<file path="src/sv/deadline_ordered_task_queue_assert.svh">
// Assertion macros for the task queue.
// Each macro takes a label, the clock, the reset and the expressions to check.
`ifndef DEADLINE_ORDERED_TASK_QUEUE_ASSERT_SVH
`define DEADLINE_ORDERED_TASK_QUEUE_ASSERT_SVH

`ifndef SYNTHESIS

// The expression holds at every clock edge outside reset.
`define DOTQ_ASSERT_ALWAYS(label, clk, rst, expr) \
   label: assert property (@(posedge clk) disable iff (rst) (expr)) \
      else $error("task queue assertion failed");

// The consequent holds in the same cycle as the antecedent.
`define DOTQ_ASSERT_IMPLY(label, clk, rst, ante, cons) \
   label: assert property (@(posedge clk) disable iff (rst) (ante) |-> (cons)) \
      else $error("task queue assertion failed");

// The consequent holds in the cycle after the antecedent.
`define DOTQ_ASSERT_NEXT(label, clk, rst, ante, cons) \
   label: assert property (@(posedge clk) disable iff (rst) (ante) |=> (cons)) \
      else $error("task queue assertion failed");

`else

`define DOTQ_ASSERT_ALWAYS(label, clk, rst, expr)
`define DOTQ_ASSERT_IMPLY(label, clk, rst, ante, cons)
`define DOTQ_ASSERT_NEXT(label, clk, rst, ante, cons)

`endif

`endif

</file>
<file path="src/sv/dotq_pkg.sv">
package dotq_pkg;

   // Default sizes of the queue and of the saturating counters.
   localparam int QUEUE_DEPTH_DEFAULT = 16;
   localparam int COUNT_WIDTH_DEFAULT = 16;

   // Fixed field widths.
   localparam int ID_WIDTH     = 32;
   localparam int OWNER_WIDTH  = 8;
   localparam int TICK_WIDTH   = 32;
   localparam int STATUS_WIDTH = 3;

   // Request kinds.
   typedef enum logic {
      REQ_CREATE = 1'b0,
      REQ_FINISH = 1'b1
   } req_kind_type;

   // Result status codes.
   typedef enum logic [STATUS_WIDTH-1:0] {
      STATUS_QUEUED   = 3'd0,
      STATUS_REJECTED = 3'd1,
      STATUS_DROPPED  = 3'd2,
      STATUS_ON_TIME  = 3'd3,
      STATUS_LATE     = 3'd4,
      STATUS_EMPTY    = 3'd5
   } status_type;

   // One request as it arrives on the input channel.
   typedef struct packed {
      logic                   req_type;
      logic [ID_WIDTH-1:0]    task_id;
      logic [OWNER_WIDTH-1:0] owner;
      logic [TICK_WIDTH-1:0]  deadline;
      logic [TICK_WIDTH-1:0]  period;
      logic [TICK_WIDTH-1:0]  now;
   } req_payload_type;

   // One entry of the sorted task queue.
   typedef struct packed {
      logic [ID_WIDTH-1:0]    id;
      logic [OWNER_WIDTH-1:0] owner;
      logic [TICK_WIDTH-1:0]  deadline;
   } slot_type;

   // Commands from the controller to the datapath.
   typedef struct packed {
      logic load;
      logic evaluate;
      logic commit;
      logic report;
   } ctrl_cmd_type;

   // Status from the datapath to the controller.
   typedef struct packed {
      logic out_free;
   } dp_status_type;

endpackage

</file>
<file path="src/sv/dotq_if.sv">
// Request channel: one create or finish request per transfer.
interface dotq_req_if;
   import dotq_pkg::*;

   logic                   valid;
   logic                   ready;
   logic                   req_type;
   logic [ID_WIDTH-1:0]    task_id;
   logic [OWNER_WIDTH-1:0] owner;
   logic [TICK_WIDTH-1:0]  deadline;
   logic [TICK_WIDTH-1:0]  period;
   logic [TICK_WIDTH-1:0]  now;

   modport source (
      output valid, req_type, task_id, owner, deadline, period, now,
      input  ready
   );

   modport sink (
      input  valid, req_type, task_id, owner, deadline, period, now,
      output ready
   );
endinterface

// Result channel: one result per request.
interface dotq_rsp_if #(
   parameter int QUEUE_DEPTH = dotq_pkg::QUEUE_DEPTH_DEFAULT,
   parameter int COUNT_WIDTH = dotq_pkg::COUNT_WIDTH_DEFAULT
);
   import dotq_pkg::*;

   localparam int FILL_WIDTH = $clog2(QUEUE_DEPTH + 1);

   logic                    valid;
   logic                    ready;
   logic [STATUS_WIDTH-1:0] status;
   logic [ID_WIDTH-1:0]     finished_id;
   logic                    head_valid;
   logic [ID_WIDTH-1:0]     head_id;
   logic [OWNER_WIDTH-1:0]  head_owner;
   logic [TICK_WIDTH-1:0]   head_deadline;
   logic [FILL_WIDTH-1:0]   active_count;
   logic [COUNT_WIDTH-1:0]  done_count;
   logic [COUNT_WIDTH-1:0]  late_count;

   modport source (
      output valid, status, finished_id, head_valid, head_id, head_owner,
             head_deadline, active_count, done_count, late_count,
      input  ready
   );

   modport sink (
      input  valid, status, finished_id, head_valid, head_id, head_owner,
             head_deadline, active_count, done_count, late_count,
      output ready
   );
endinterface

</file>
<file path="src/sv/dotq_controller.sv">
module dotq_controller (
   input  logic                    clock,
   input  logic                    reset,
   input  logic                    req_valid,
   output logic                    req_ready,
   output dotq_pkg::ctrl_cmd_type  cmd,
   input  dotq_pkg::dp_status_type dp_status
);
   import dotq_pkg::*;

   typedef enum logic [3:0] {
      ST_IDLE   = 4'b0001,
      ST_CHECK  = 4'b0010,
      ST_COMMIT = 4'b0100,
      ST_REPORT = 4'b1000
   } state_type;

   state_type state_ff;
   state_type state_in;

   // A request is taken only while no other request is in flight.
   assign req_ready = (state_ff == ST_IDLE);

   // Sequence each request through check, commit and report.
   always_comb begin
      state_in     = state_ff;
      cmd          = '0;
      unique case (state_ff)
         ST_IDLE: begin
            if (req_valid) begin
               cmd.load = 1'b1;
               state_in = ST_CHECK;
            end
         end
         ST_CHECK: begin
            cmd.evaluate = 1'b1;
            state_in     = ST_COMMIT;
         end
         ST_COMMIT: begin
            cmd.commit = 1'b1;
            state_in   = ST_REPORT;
         end
         ST_REPORT: begin
            if (dp_status.out_free) begin
               cmd.report = 1'b1;
               state_in   = ST_IDLE;
            end
         end
         default: begin
            state_in = ST_IDLE;
         end
      endcase
   end

   // State register.
   always_ff @(posedge clock) begin
      if (reset) begin
         state_ff <= ST_IDLE;
      end else begin
         state_ff <= state_in;
      end
   end

endmodule

</file>
<file path="src/sv/dotq_datapath.sv">
module dotq_datapath #(
   parameter int QUEUE_DEPTH = dotq_pkg::QUEUE_DEPTH_DEFAULT,
   parameter int COUNT_WIDTH = dotq_pkg::COUNT_WIDTH_DEFAULT
) (
   input  logic                                clock,
   input  logic                                reset,
   input  dotq_pkg::ctrl_cmd_type              cmd,
   output dotq_pkg::dp_status_type             dp_status,
   input  dotq_pkg::req_payload_type           req_payload,
   output logic                                rsp_valid,
   input  logic                                rsp_ready,
   output dotq_pkg::status_type                rsp_status,
   output logic [dotq_pkg::ID_WIDTH-1:0]       rsp_finished_id,
   output logic                                rsp_head_valid,
   output logic [dotq_pkg::ID_WIDTH-1:0]       rsp_head_id,
   output logic [dotq_pkg::OWNER_WIDTH-1:0]    rsp_head_owner,
   output logic [dotq_pkg::TICK_WIDTH-1:0]     rsp_head_deadline,
   output logic [$clog2(QUEUE_DEPTH+1)-1:0]    rsp_active_count,
   output logic [COUNT_WIDTH-1:0]              rsp_done_count,
   output logic [COUNT_WIDTH-1:0]              rsp_late_count
);
   import dotq_pkg::*;

   localparam int                    FILL_WIDTH = $clog2(QUEUE_DEPTH + 1);
   localparam logic [FILL_WIDTH-1:0] FILL_FULL  = FILL_WIDTH'(QUEUE_DEPTH);

   // Request register and per-request decision.
   req_payload_type         req_ff;
   status_type              status_ff;
   status_type              status_in;
   logic [ID_WIDTH-1:0]     fin_id_ff;
   logic [ID_WIDTH-1:0]     fin_id_in;
   logic [QUEUE_DEPTH-1:0]  le_ff;
   logic [QUEUE_DEPTH-1:0]  le_in;
   logic [QUEUE_DEPTH-1:0]  prev_le;

   // Sorted task cells, earliest deadline in cell zero.
   slot_type                cell_ff [QUEUE_DEPTH];
   slot_type                new_slot;

   // Fill level and saturating counters.
   logic [FILL_WIDTH-1:0]   fill_ff;
   logic [FILL_WIDTH-1:0]   fill_in;
   logic [COUNT_WIDTH-1:0]  done_ff;
   logic [COUNT_WIDTH-1:0]  done_in;
   logic [COUNT_WIDTH-1:0]  late_ff;
   logic [COUNT_WIDTH-1:0]  late_in;

   // Output register.
   logic                    out_valid_ff;
   logic                    out_valid_in;
   status_type              out_status_ff;
   logic [ID_WIDTH-1:0]     out_fin_id_ff;
   logic                    out_head_valid_ff;
   slot_type                out_head_ff;
   logic [FILL_WIDTH-1:0]   out_fill_ff;
   logic [COUNT_WIDTH-1:0]  out_done_ff;
   logic [COUNT_WIDTH-1:0]  out_late_ff;

   // Admission and completion checks.
   logic [TICK_WIDTH:0]     admit_sum;
   logic                    overdue;
   logic                    queue_full;
   logic                    queue_empty;
   logic                    before_deadline;

   assign admit_sum       = {1'b0, req_ff.now} + {1'b0, req_ff.period};
   assign overdue         = {1'b0, req_ff.deadline} > admit_sum;
   assign queue_full      = (fill_ff == FILL_FULL);
   assign queue_empty     = (fill_ff == '0);
   assign before_deadline = req_ff.now < cell_ff[0].deadline;

   assign new_slot = '{id: req_ff.task_id, owner: req_ff.owner, deadline: req_ff.deadline};

   // The cell in front of cell zero always counts as at or before the new deadline.
   assign prev_le = {le_ff[QUEUE_DEPTH-2:0], 1'b1};

   // Decide the outcome of the request.
   always_comb begin
      status_in = status_ff;
      fin_id_in = fin_id_ff;
      if (cmd.evaluate) begin
         fin_id_in = '0;
         if (req_ff.req_type == REQ_CREATE) begin
            if (overdue) begin
               status_in = STATUS_REJECTED;
            end else if (queue_full) begin
               status_in = STATUS_DROPPED;
            end else begin
               status_in = STATUS_QUEUED;
            end
         end else begin
            if (queue_empty) begin
               status_in = STATUS_EMPTY;
            end else begin
               fin_id_in = cell_ff[0].id;
               status_in = before_deadline ? STATUS_ON_TIME : STATUS_LATE;
            end
         end
      end
   end

   // Each cell compares its own deadline and shifts on commit.
   for (genvar k = 0; k < QUEUE_DEPTH; k++) begin : g_cell
      slot_type up_slot;
      slot_type down_slot;
      slot_type slot_in;

      if (k == 0) begin : g_first
         assign up_slot = new_slot;
      end else begin : g_rest
         assign up_slot = cell_ff[k-1];
      end

      if (k == QUEUE_DEPTH - 1) begin : g_last
         assign down_slot = cell_ff[k];
      end else begin : g_inner
         assign down_slot = cell_ff[k+1];
      end

      assign le_in[k] = (FILL_WIDTH'(k) < fill_ff) && (cell_ff[k].deadline <= req_ff.deadline);

      always_comb begin
         slot_in = cell_ff[k];
         if (cmd.commit) begin
            case (status_ff) inside
               STATUS_QUEUED: begin
                  if (!le_ff[k]) begin
                     slot_in = prev_le[k] ? new_slot : up_slot;
                  end
               end
               STATUS_ON_TIME, STATUS_LATE: begin
                  slot_in = down_slot;
               end
               default: begin
                  slot_in = cell_ff[k];
               end
            endcase
         end
      end

      always_ff @(posedge clock) begin
         cell_ff[k] <= slot_in;
      end
   end

   // Fill level and counters change on commit.
   always_comb begin
      fill_in = fill_ff;
      done_in = done_ff;
      late_in = late_ff;
      if (cmd.commit) begin
         case (status_ff) inside
            STATUS_QUEUED: begin
               fill_in = fill_ff + 1'b1;
            end
            STATUS_ON_TIME: begin
               fill_in = fill_ff - 1'b1;
               if (done_ff != '1) begin
                  done_in = done_ff + 1'b1;
               end
            end
            STATUS_LATE: begin
               fill_in = fill_ff - 1'b1;
               if (late_ff != '1) begin
                  late_in = late_ff + 1'b1;
               end
            end
            STATUS_REJECTED: begin
               if (late_ff != '1) begin
                  late_in = late_ff + 1'b1;
               end
            end
            default: begin
               fill_in = fill_ff;
            end
         endcase
      end
   end

   // The output register is free when empty or when its result leaves now.
   assign dp_status.out_free = !out_valid_ff || rsp_ready;

   always_comb begin
      out_valid_in = out_valid_ff;
      if (cmd.report) begin
         out_valid_in = 1'b1;
      end else if (rsp_ready) begin
         out_valid_in = 1'b0;
      end
   end

   // Control registers.
   always_ff @(posedge clock) begin
      if (reset) begin
         fill_ff      <= '0;
         done_ff      <= '0;
         late_ff      <= '0;
         out_valid_ff <= 1'b0;
      end else begin
         fill_ff      <= fill_in;
         done_ff      <= done_in;
         late_ff      <= late_in;
         out_valid_ff <= out_valid_in;
      end
   end

   // Payload registers.
   always_ff @(posedge clock) begin
      if (cmd.load) begin
         req_ff <= req_payload;
      end
      if (cmd.evaluate) begin
         le_ff <= le_in;
      end
      status_ff <= status_in;
      fin_id_ff <= fin_id_in;
      if (cmd.report) begin
         out_status_ff     <= status_ff;
         out_fin_id_ff     <= fin_id_ff;
         out_head_valid_ff <= !queue_empty;
         out_head_ff       <= queue_empty ? slot_type'('0) : cell_ff[0];
         out_fill_ff       <= fill_ff;
         out_done_ff       <= done_ff;
         out_late_ff       <= late_ff;
      end
   end

   assign rsp_valid         = out_valid_ff;
   assign rsp_status        = out_status_ff;
   assign rsp_finished_id   = out_fin_id_ff;
   assign rsp_head_valid    = out_head_valid_ff;
   assign rsp_head_id       = out_head_ff.id;
   assign rsp_head_owner    = out_head_ff.owner;
   assign rsp_head_deadline = out_head_ff.deadline;
   assign rsp_active_count  = out_fill_ff;
   assign rsp_done_count    = out_done_ff;
   assign rsp_late_count    = out_late_ff;

endmodule

</file>
<file path="src/sv/deadline_ordered_task_queue.sv">
// Channel   Direction  Transfer
// req_ch    in         one create or finish request
// rsp_ch    out        one result: status, head task and counts
//
// A request is captured at its transfer, checked in the next cycle, committed
// into the sorted cells in the cycle after, and then reported into the output
// register as soon as that register is free. The next request is taken in
// the cycle after the report, so only one request is in flight at a time.
// Reset clears the fill level, the counters and the output valid flag; the
// task cells are not cleared and no clearing pass runs.
// A stalled result holds the report step until the output register frees up.
// While a result waits, one more request can be taken and carried up to its
// report step; the input then stays closed until the waiting result leaves.
`include "deadline_ordered_task_queue_assert.svh"

module deadline_ordered_task_queue #(
   parameter int QUEUE_DEPTH = dotq_pkg::QUEUE_DEPTH_DEFAULT,
   parameter int COUNT_WIDTH = dotq_pkg::COUNT_WIDTH_DEFAULT
) (
   input logic     clock,
   input logic     reset,
   dotq_req_if.sink   req_ch,
   dotq_rsp_if.source rsp_ch
);
   import dotq_pkg::*;

   ctrl_cmd_type    cmd;
   dp_status_type   dp_status;
   req_payload_type req_payload;
   status_type      rsp_status;

   // Gather the request fields.
   assign req_payload = '{
      req_type: req_ch.req_type,
      task_id:  req_ch.task_id,
      owner:    req_ch.owner,
      deadline: req_ch.deadline,
      period:   req_ch.period,
      now:      req_ch.now
   };

   dotq_controller u_controller (
      .clock     (clock),
      .reset     (reset),
      .req_valid (req_ch.valid),
      .req_ready (req_ch.ready),
      .cmd       (cmd),
      .dp_status (dp_status)
   );

   dotq_datapath #(
      .QUEUE_DEPTH (QUEUE_DEPTH),
      .COUNT_WIDTH (COUNT_WIDTH)
   ) u_datapath (
      .clock             (clock),
      .reset             (reset),
      .cmd               (cmd),
      .dp_status         (dp_status),
      .req_payload       (req_payload),
      .rsp_valid         (rsp_ch.valid),
      .rsp_ready         (rsp_ch.ready),
      .rsp_status        (rsp_status),
      .rsp_finished_id   (rsp_ch.finished_id),
      .rsp_head_valid    (rsp_ch.head_valid),
      .rsp_head_id       (rsp_ch.head_id),
      .rsp_head_owner    (rsp_ch.head_owner),
      .rsp_head_deadline (rsp_ch.head_deadline),
      .rsp_active_count  (rsp_ch.active_count),
      .rsp_done_count    (rsp_ch.done_count),
      .rsp_late_count    (rsp_ch.late_count)
   );

   assign rsp_ch.status = rsp_status;

   // A transfer on the request side starts the check in the next cycle.
   `DOTQ_ASSERT_NEXT(a_accept_starts_check, clock, reset, req_ch.valid && req_ch.ready, cmd.evaluate)

   // Only one request is in flight at a time.
   `DOTQ_ASSERT_NEXT(a_one_in_flight, clock, reset, req_ch.valid && req_ch.ready, !req_ch.ready)

   // A result is never written over one that has not been taken.
   `DOTQ_ASSERT_IMPLY(a_report_needs_room, clock, reset, cmd.report, dp_status.out_free)

   // The head flag agrees with the reported fill level.
   `DOTQ_ASSERT_IMPLY(a_head_matches_fill, clock, reset, rsp_ch.valid, rsp_ch.head_valid == (rsp_ch.active_count != '0))

endmodule

</file>
<file path="src/flat_wrapper.sv">
// flat-port wrapper written by rule: the top's interface ports become plain ports
module deadline_ordered_task_queue_flat import dotq_pkg::*;
#(
   parameter int QUEUE_DEPTH = dotq_pkg::QUEUE_DEPTH_DEFAULT,
   parameter int COUNT_WIDTH = dotq_pkg::COUNT_WIDTH_DEFAULT
)
  (clock, reset, req_ch_valid, req_ch_req_type, req_ch_task_id, req_ch_owner, req_ch_deadline, req_ch_period, req_ch_now, req_ch_ready, rsp_ch_valid, rsp_ch_status, rsp_ch_finished_id, rsp_ch_head_valid, rsp_ch_head_id, rsp_ch_head_owner, rsp_ch_head_deadline, rsp_ch_active_count, rsp_ch_done_count, rsp_ch_late_count, rsp_ch_ready);
  dotq_req_if req_ch_i ();
  dotq_rsp_if #(.QUEUE_DEPTH(QUEUE_DEPTH), .COUNT_WIDTH(COUNT_WIDTH)) rsp_ch_i ();
  input logic clock;
  input logic reset;
  input wire logic [$bits(req_ch_i.valid)-1:0] req_ch_valid;
  input wire logic [$bits(req_ch_i.req_type)-1:0] req_ch_req_type;
  input wire logic [$bits(req_ch_i.task_id)-1:0] req_ch_task_id;
  input wire logic [$bits(req_ch_i.owner)-1:0] req_ch_owner;
  input wire logic [$bits(req_ch_i.deadline)-1:0] req_ch_deadline;
  input wire logic [$bits(req_ch_i.period)-1:0] req_ch_period;
  input wire logic [$bits(req_ch_i.now)-1:0] req_ch_now;
  output wire logic [$bits(req_ch_i.ready)-1:0] req_ch_ready;
  output wire logic [$bits(rsp_ch_i.valid)-1:0] rsp_ch_valid;
  output wire logic [$bits(rsp_ch_i.status)-1:0] rsp_ch_status;
  output wire logic [$bits(rsp_ch_i.finished_id)-1:0] rsp_ch_finished_id;
  output wire logic [$bits(rsp_ch_i.head_valid)-1:0] rsp_ch_head_valid;
  output wire logic [$bits(rsp_ch_i.head_id)-1:0] rsp_ch_head_id;
  output wire logic [$bits(rsp_ch_i.head_owner)-1:0] rsp_ch_head_owner;
  output wire logic [$bits(rsp_ch_i.head_deadline)-1:0] rsp_ch_head_deadline;
  output wire logic [$bits(rsp_ch_i.active_count)-1:0] rsp_ch_active_count;
  output wire logic [$bits(rsp_ch_i.done_count)-1:0] rsp_ch_done_count;
  output wire logic [$bits(rsp_ch_i.late_count)-1:0] rsp_ch_late_count;
  input wire logic [$bits(rsp_ch_i.ready)-1:0] rsp_ch_ready;
  assign req_ch_i.valid = req_ch_valid;
  assign req_ch_i.req_type = req_ch_req_type;
  assign req_ch_i.task_id = req_ch_task_id;
  assign req_ch_i.owner = req_ch_owner;
  assign req_ch_i.deadline = req_ch_deadline;
  assign req_ch_i.period = req_ch_period;
  assign req_ch_i.now = req_ch_now;
  assign req_ch_ready = req_ch_i.ready;
  assign rsp_ch_valid = rsp_ch_i.valid;
  assign rsp_ch_status = rsp_ch_i.status;
  assign rsp_ch_finished_id = rsp_ch_i.finished_id;
  assign rsp_ch_head_valid = rsp_ch_i.head_valid;
  assign rsp_ch_head_id = rsp_ch_i.head_id;
  assign rsp_ch_head_owner = rsp_ch_i.head_owner;
  assign rsp_ch_head_deadline = rsp_ch_i.head_deadline;
  assign rsp_ch_active_count = rsp_ch_i.active_count;
  assign rsp_ch_done_count = rsp_ch_i.done_count;
  assign rsp_ch_late_count = rsp_ch_i.late_count;
  assign rsp_ch_i.ready = rsp_ch_ready;
  deadline_ordered_task_queue #(.QUEUE_DEPTH(QUEUE_DEPTH), .COUNT_WIDTH(COUNT_WIDTH)) u_core (.clock(clock), .reset(reset), .req_ch(req_ch_i), .rsp_ch(rsp_ch_i));
endmodule
</file>
<file path="config.mk">
export PLATFORM = sky130hd
export DESIGN_NAME = deadline_ordered_task_queue_flat
export DESIGN_NICKNAME = d
export VERILOG_FILES = /design/src/sv/dotq_pkg.sv /design/src/sv/dotq_if.sv /design/src/sv/dotq_controller.sv /design/src/sv/dotq_datapath.sv /design/src/sv/deadline_ordered_task_queue.sv /design/src/flat_wrapper.sv
export VERILOG_INCLUDE_DIRS = /design/src /design/src/sv
export SDC_FILE = /design/constraint.sdc
export NUM_CORES = 2
export LEC_CHECK = 0
export BUFFER_PORTS_ARGS = -buffer_cell sky130_fd_sc_hd__buf_2
export CORE_MARGIN = 5
export CORE_UTILIZATION = 44
export DETAILED_ROUTE_END_ITERATION = 12
export GPL_TIMING_DRIVEN = 0
export PLACE_DENSITY_LB_ADDON = 0.12
export SLEW_MARGIN = 40
export SYNTH_ARGS = -nofsm -noshare
export SYNTH_HDL_FRONTEND = slang
export SYNTH_SLANG_ARGS = --single-unit
</file>
<file path="constraint.sdc">
create_clock -name clock -period 22.5 [get_ports clock]
set_input_delay 1.125 -clock clock [delete_from_list [all_inputs] [get_ports clock]]
set_output_delay 1.125 -clock clock [all_outputs]
set_load 0.1 [all_outputs]
</file>
* Yosys cells after proc, flatten, opt, wreduce, memory -nomap -nowiden
Memory sizes are Yosys's and may differ from the RTL's.
Cells that the tools add are included.
** Storage, ports and cells
- Flip-flop bits (word level) :: 375
- RAM bits :: 1152
- Output and inout bits :: 147
- Word-level logic and storage cells :: 208
- Memories kept :: 1
** Cells by class
- $add $sub $neg :: 5
- Order comparisons :: 34
- Equal/unequal tests :: 12
- Multiplexer cells :: 100
- Bitwise logic cells :: 3
- Reduce and logical (&&, ||, !) cells :: 30
** Memories
- u_core.u_datapath.cell_ff :: depth 16, bits a word 72, read ports 16, clocked after Yosys merged registers in 0, wr ports 16, RTL line dotq_datapath.sv:38 : slot_type cell_ff [QUEUE_DEPTH];
** Operators by type and width (count)
- 72-bit two-way mux :: 78
- 32-bit <= comparator :: 16
- 16-bit two-way mux :: 3
- 4-bit by 5-bit less-than comparator with 1-bit output (first input constant) :: 8
- 32-bit by 32-bit adder with 33-bit output :: 1
- 32-bit by 33-bit > comparator with 1-bit output :: 1
- 16-bit by 1-bit adder with 16-bit output (second input constant) :: 2
- 32-bit less-than comparator :: 1
- 16-bit != test (second input constant) :: 2
- 3-bit by 5-bit less-than comparator with 1-bit output (first input constant) :: 4
- 1-bit logical AND :: 16
- 4-bit one-hot mux with 4 select lines :: 1
- 5-bit two-way mux :: 3
- 3-bit two-way mux :: 4
- 1-bit by 5-bit less-than comparator with 1-bit output (first input constant) :: 2
- 2-bit by 5-bit less-than comparator with 1-bit output (first input constant) :: 2
- 1-bit two-way mux :: 8
- 4-bit two-way mux :: 2
- 4-bit AND reduction :: 2
- 5-bit by 1-bit adder with 5-bit output (second input constant) :: 1
- 5-bit equality test (second input constant) :: 1
- 5-bit zero test :: 1
- 5-bit by 1-bit subtractor with 5-bit output (second input constant) :: 1
- 4-bit by 1-bit equality test with 1-bit output (second input constant) :: 1
- 17 further kinds :: 23

* Depth between registers and ports, before layout
- Depth after elaboration :: 5
- Gate-level depth with buffers :: 19

* Modules after synthesis
Synthesis repeated with hierarchy kept, for this count alone.
** Unflattened totals
- Cells, all modules :: 7349
- Area total of the unflattened synthesis :: 84048.1 µm²
** By module, submodules not included
- dotq_datapath :: times used 1, cells each 7325, area an instance 83816.6 µm², sequential area each 45353.5 µm²
- dotq_controller :: times used 1, cells each 24, area an instance 231.5 µm², sequential area each 80.1 µm²

* Worst setup path after synthesis
No wires, ideal clock.
- Path kind :: input -> register
- Start point :: input port rsp_ch_ready
- End point :: register u_core.u_datapath.out_fill_ff[0] (netlist: u_core.u_datapath.rsp_active_count[0]), enable pin
- Arrival time :: 7.660 ns
- Path slack :: 14.173 ns
- Stages on the path :: 2
- Buffers on the path :: 0
- Cell sequence :: nand2b_1 -> nor2b_1
** RTL lines
- from (decl) :: RTL line flat_wrapper.sv:30 : input wire logic [$bits(rsp_ch_i.ready)-1:0] rsp_ch_ready;
- to (signal assigned) :: RTL line dotq_datapath.sv:223 : out_fill_ff <= fill_ff;
- to (decl) :: RTL line dotq_datapath.sv:56 : logic [FILL_WIDTH-1:0] out_fill_ff;

* Worst setup path in the final report
- Start point :: register u_core.u_datapath.req_ff[1] in the netlist's numbering
- End point :: register u_core.u_datapath.status_ff[0], data pin
** Between the ends
- Longest elaborated chain between the ends :: 4
- Elaborated cells on any way between the ends :: 7
** Ends and longest elaborated chain
- from (decl) :: RTL line dotq_datapath.sv:28 : req_payload_type req_ff;
- from (signal assigned) :: RTL line dotq_datapath.sv:211 : req_ff <= req_payload;
- 32-bit by 32-bit adder with 33-bit output or 32-bit less-than comparator (tied branches) :: RTL line dotq_datapath.sv:67, dotq_datapath.sv:71
- 32-bit by 33-bit > comparator with 1-bit output or 3-bit two-way mux (tied branches) :: RTL line dotq_datapath.sv:68, dotq_datapath.sv:97
- 3-bit two-way mux (on tied branches) :: RTL line dotq_datapath.sv:85, dotq_datapath.sv:93
- 3-bit two-way mux * :: RTL line dotq_datapath.sv:84 : if (req_ff.req_type == REQ_CREATE) begin
- to (signal assigned) :: RTL line dotq_datapath.sv:216 : status_ff <= status_in;
- to (decl) :: RTL line dotq_datapath.sv:29 : status_type status_ff;
Every way passes the cells marked *; elsewhere a longest branch is shown, timed or not.
A chain may end at the register's enable or synchronous reset.

==> out/summary.txt <==
RSZ-0062 raised after global routing - false
Row cnt - 160
Worst r2r dst - u_core.u_datapath.status_ff[0]
Global Route Usage Sum - 29.64%
Die area - 0.1998 mm2
Share of post-route cells with drive strength above 1 - 12.01%
Chip Height - 446.9 um
Hold-critical path depth - 0
Synth Area in Simple Gates - 9.263%
Hold Buf Count CTS - 0
Internal Power - 5.043 mW
Core area - 0.1900 mm2
Final Worst Setup Slack - 16.49 ns
Initial antenna violation count - 25
Status - completed
Switching portion of total power - 25.04%
Initial drt markers - 6821
Tcrit/Tclk final - 26.71%
Static leakage - 40.14 nW
Wirelength per Cell - 28.46 um
Final hold vios - 0
CTS Buf Count - 177
Slew headroom - 38.01%
Tmin final - 6.009 ns
Ys async rst share - 0%
Hold path start - u_core.u_datapath.fin_id_ff[5]
Hpwl dp - 232.3 mm
Critical path type - flop to flop
Worst Max-Slew Pin Slew - 0.9299 ns
Total gr overflow - 0
Final Max Tran Viols - 0
First-pass DRT Iterations - 6
CTS max path bufs - 3
Switching power - 1.684 mW
Combinational group share of total power - 9.0%
Synth Area in Adders - 9.154%
TNS Setup - 0 ns
Arr. time, crit path - 6.58 ns
DRC viols - 0
Worst EP required - 23.07 ns
Worst-path clk slew - 0.06 ns
Final setup viols - 0
CTS tree - done
R2r startpoint - u_core.u_datapath.req_ff[1]
Initial core utilization - 44.22%
Compound-gate portion of the synthesized area - 11.17%
Area Overhead vs Synth - 15.59%
Worst Clk Skew - 0.03485 ns
Clock power share - 43.7%
Sequential power share - 47.3%
Synthesized instance count - 7356
Cell variety after synth - 74
DP Cell Count - 10293
Mux cell area share after synthesis - 13.01%
Power density cells - 69.28 mW/mm2
Xor-xnor portion of the synthesized cell area - 0.5943%
Finished Layout Cells - 10647
Antenna violation net count after detailed routing - 0
Max Freq - 166.4 MHz
Layout Nets - 8719
Seq/Total Area, Yosys - 54.09%
Pre-CTS setup slack - 16.32 ns
Synth Warn # - 0
Largest net degree at the start of global routing - 43
Worst Reg-to-Reg Cells - 16
Hold WC Path Type - flop to flop
Hold_ws - 0.4185 ns
Vias/cell - 6.026
CTS resizes - 0
# IOs - 288
Tot Pwr - 6.727 mW
Port Buffer Count - 286
Vias - 64156
Cell Area, Synth - 0.08400 mm2
VDD IR max - 81.66 uV
CP Max Fanout - 4
First-pass GRT wire length - 435.8 mm
Final wirelength - 303.0 mm
Max-Cap Viols - 0
Die width - 446.9 um
Avg Cell Area, Syn - 11.42 um2
CTS root buf - clkbuf_16
H-tree depth - 4
Ys flop type - edfxtp_1
Post-CTS setup buffers - 0
R2R Setup Slk - 16.49 ns
Number of global-route vias before repair - 63252
Startpoint types - flop
Crit end category - flop
Worst skew pair latency - 0.85 ns
Synthesized Nets - 8111
Clock sink total - 1527
EDFF count, synth - 1485
GP Congestion - 0.9503
Largest family of logic cells by synthesized area - multiplexers
FF+latch count, synth - 1527
Worst Hold End - u_core.u_datapath.rsp_finished_id[5]
Fill cells - 16933
==> cells by family after synthesis <==
family	count (synthesis)
and+or+nand+nor	1805
xor gates and xnor gates	57
adders and majority gates	614
DFF	1527
AOI/OAI and AO/OA	1691
buffers and inverters	579
muxes	1083
==> how the worst max path moves through the flow <==
stage                                     from                               endpoint  slack, ns  cells after the start
2_1_floorplan                     rsp_ch_ready  u_core.u_datapath.rsp_active_count[0]      14.17                      2
3_3_place_gp   u_core.u_controller.state_ff[1]         u_core.u_datapath.fin_id_ff[3]       9.27                      1
3_5_place_dp       u_core.u_datapath.req_ff[1]         u_core.u_datapath.status_ff[0]      16.32                     16
4_1_cts            u_core.u_datapath.req_ff[1]         u_core.u_datapath.status_ff[0]      16.30                     16
5_1_grt            u_core.u_datapath.req_ff[1]         u_core.u_datapath.status_ff[1]      16.30                     17
6_report           u_core.u_datapath.req_ff[1]         u_core.u_datapath.status_ff[0]      16.49                     16
==> power by group through the flow <==
stage                     Sequential [mW]  Clock, mW  Combinational (mW)
after floorplan                      3.21          0               0.376
after global placement               3.25          0               0.567
after detailed placement             3.24          0               0.593
after CTS                            3.18       2.97               0.597
after global routing                 3.18       3.08               0.664
final                                3.18       2.94               0.607
==> per-layer routing <==
| layer | share of wire [%] | wire [um] | GRT usage, % | vias up |
|---|---|---|---|---|
| met4 | 4.2 | 12810 | 11.73 | 0 |
| li1 | - | - | - | 28644 |
| met1 | 44 | 133600 | 42.14 | 32152 |
| met5 | 0 | 0 | 0 | - |
| met3 | 8.1 | 24420 | 5.546 | 517 |
| met2 | 44 | 132200 | 44.92 | 2843 |
==> synth_stat cells, drive strengths merged (4+ instances only) <==
cell        n  share of area (%)
a21boi      7              0.063
nor4       20               0.16
nand3      43               0.26
o2111ai     4              0.042
clkbuf    394                1.8
or3        18               0.14
or4         6              0.054
xor2       23               0.24
ha        613                9.1
o211ai     20               0.18
o31ai       4              0.036
xnor2      34               0.35
dfxtp      42                1.0
mux2       71               0.95
nand2    1273                5.7
a211oi     16               0.14
nand2b     21               0.16
a31oi       7              0.052
o21bai      6              0.054
o21ai    1143                6.8
or2         4              0.030
a21o      179                1.6
a2111oi     4              0.042
edfxtp   1485                 53
o21a       37               0.33
nand4     120               0.89
inv       111               0.50
a211o       4              0.042
a2bb2oi     4              0.042
nor3       22               0.13
mux2i    1012                 12
buf        72               0.44
and2       46               0.34
a21oi     213                1.3
nor2b      43               0.32
and4        8              0.086
a311oi      4              0.042
a221oi      8              0.083
and3       43               0.32
o31a        4              0.042
nor2      129               0.58
==> critical path: stages (launching register included) <==
cell and delay (ns):
edfxtp_1 0.45, ha_1 0.31, a21o_1 0.14, nand4_1 0.23
a211oi_2 0.62, and4b_1 0.33, o31a_1 0.41, o21bai_1 0.23
o32ai_1 0.14, xor2_1 0.17, ha_1 0.32, nand2_1 0.07
or3_1 0.48, nor4_4 0.59, nand4_1 0.55, o2111a_1 0.50
a2bb2oi_1 0.20
==> stage by stage <==
stage	area, um2	utilization [%]
floorplan	84000	-
global placement	88580	46.62
detailed placement	91170	47.99
CTS	96950	51.03
global route	97040	51.08
finish	97100	51.11
==> cells in the final DEF (no fill, tap or decap), types with 43 or more instances in the layout <==
master,Yosys,routed
mux2i_1,1012,1012
o21ai_0,1143,1140
a21o_1,179,179
mux2_2,71,71
clkbuf_2,0,56
nand4_1,120,120
ha_1,613,613
nand2_1,1273,1273
a21oi_1,213,197
nor2_1,129,126
clkbuf_16,0,180
inv_1,111,85
and3_1,43,43
nand3_1,43,43
and2_1,45,44
buf_8,0,82
clkbuf_1,394,355
buf_2,67,372
clkinv_1,0,43
edfxtp_1,1485,1485
==> registers in the layout, summed over array words and instances, names as in the netlist, 8 cells and up <==
register	count
u_core.u_datapath.cell_ff	1152
u_core.u_datapath.done_ff	16
u_core.u_datapath.fin_id_ff	32
u_core.u_datapath.g_cell.up_slot	72
u_core.u_datapath.late_ff	16
u_core.u_datapath.le_ff	16
u_core.u_datapath.req_ff	65
u_core.u_datapath.rsp_done_count	16
u_core.u_datapath.rsp_finished_id	32
u_core.u_datapath.rsp_head_deadline	32
u_core.u_datapath.rsp_head_id	32
u_core.u_datapath.rsp_head_owner	8
u_core.u_datapath.rsp_late_count	16
==> layout make-up <==
type | count | area [um2] | share of cell area, %
tap | 2511 | 3142 | 3.235
sequential | 1527 | 45430 | 46.79
timing repair buffer | 429 | 3651 | 3.760
antenna | 25 | 62.56 | 0.06443
inverter | 111 | 416.7 | 0.4291
buffer | 468 | 2007 | 2.067
clock inverter | 110 | 1116 | 1.149
clock buffer | 216 | 4659 | 4.798
multi-input combinational | 5250 | 36620 | 37.71
Power figures use the tool's default switching activity.
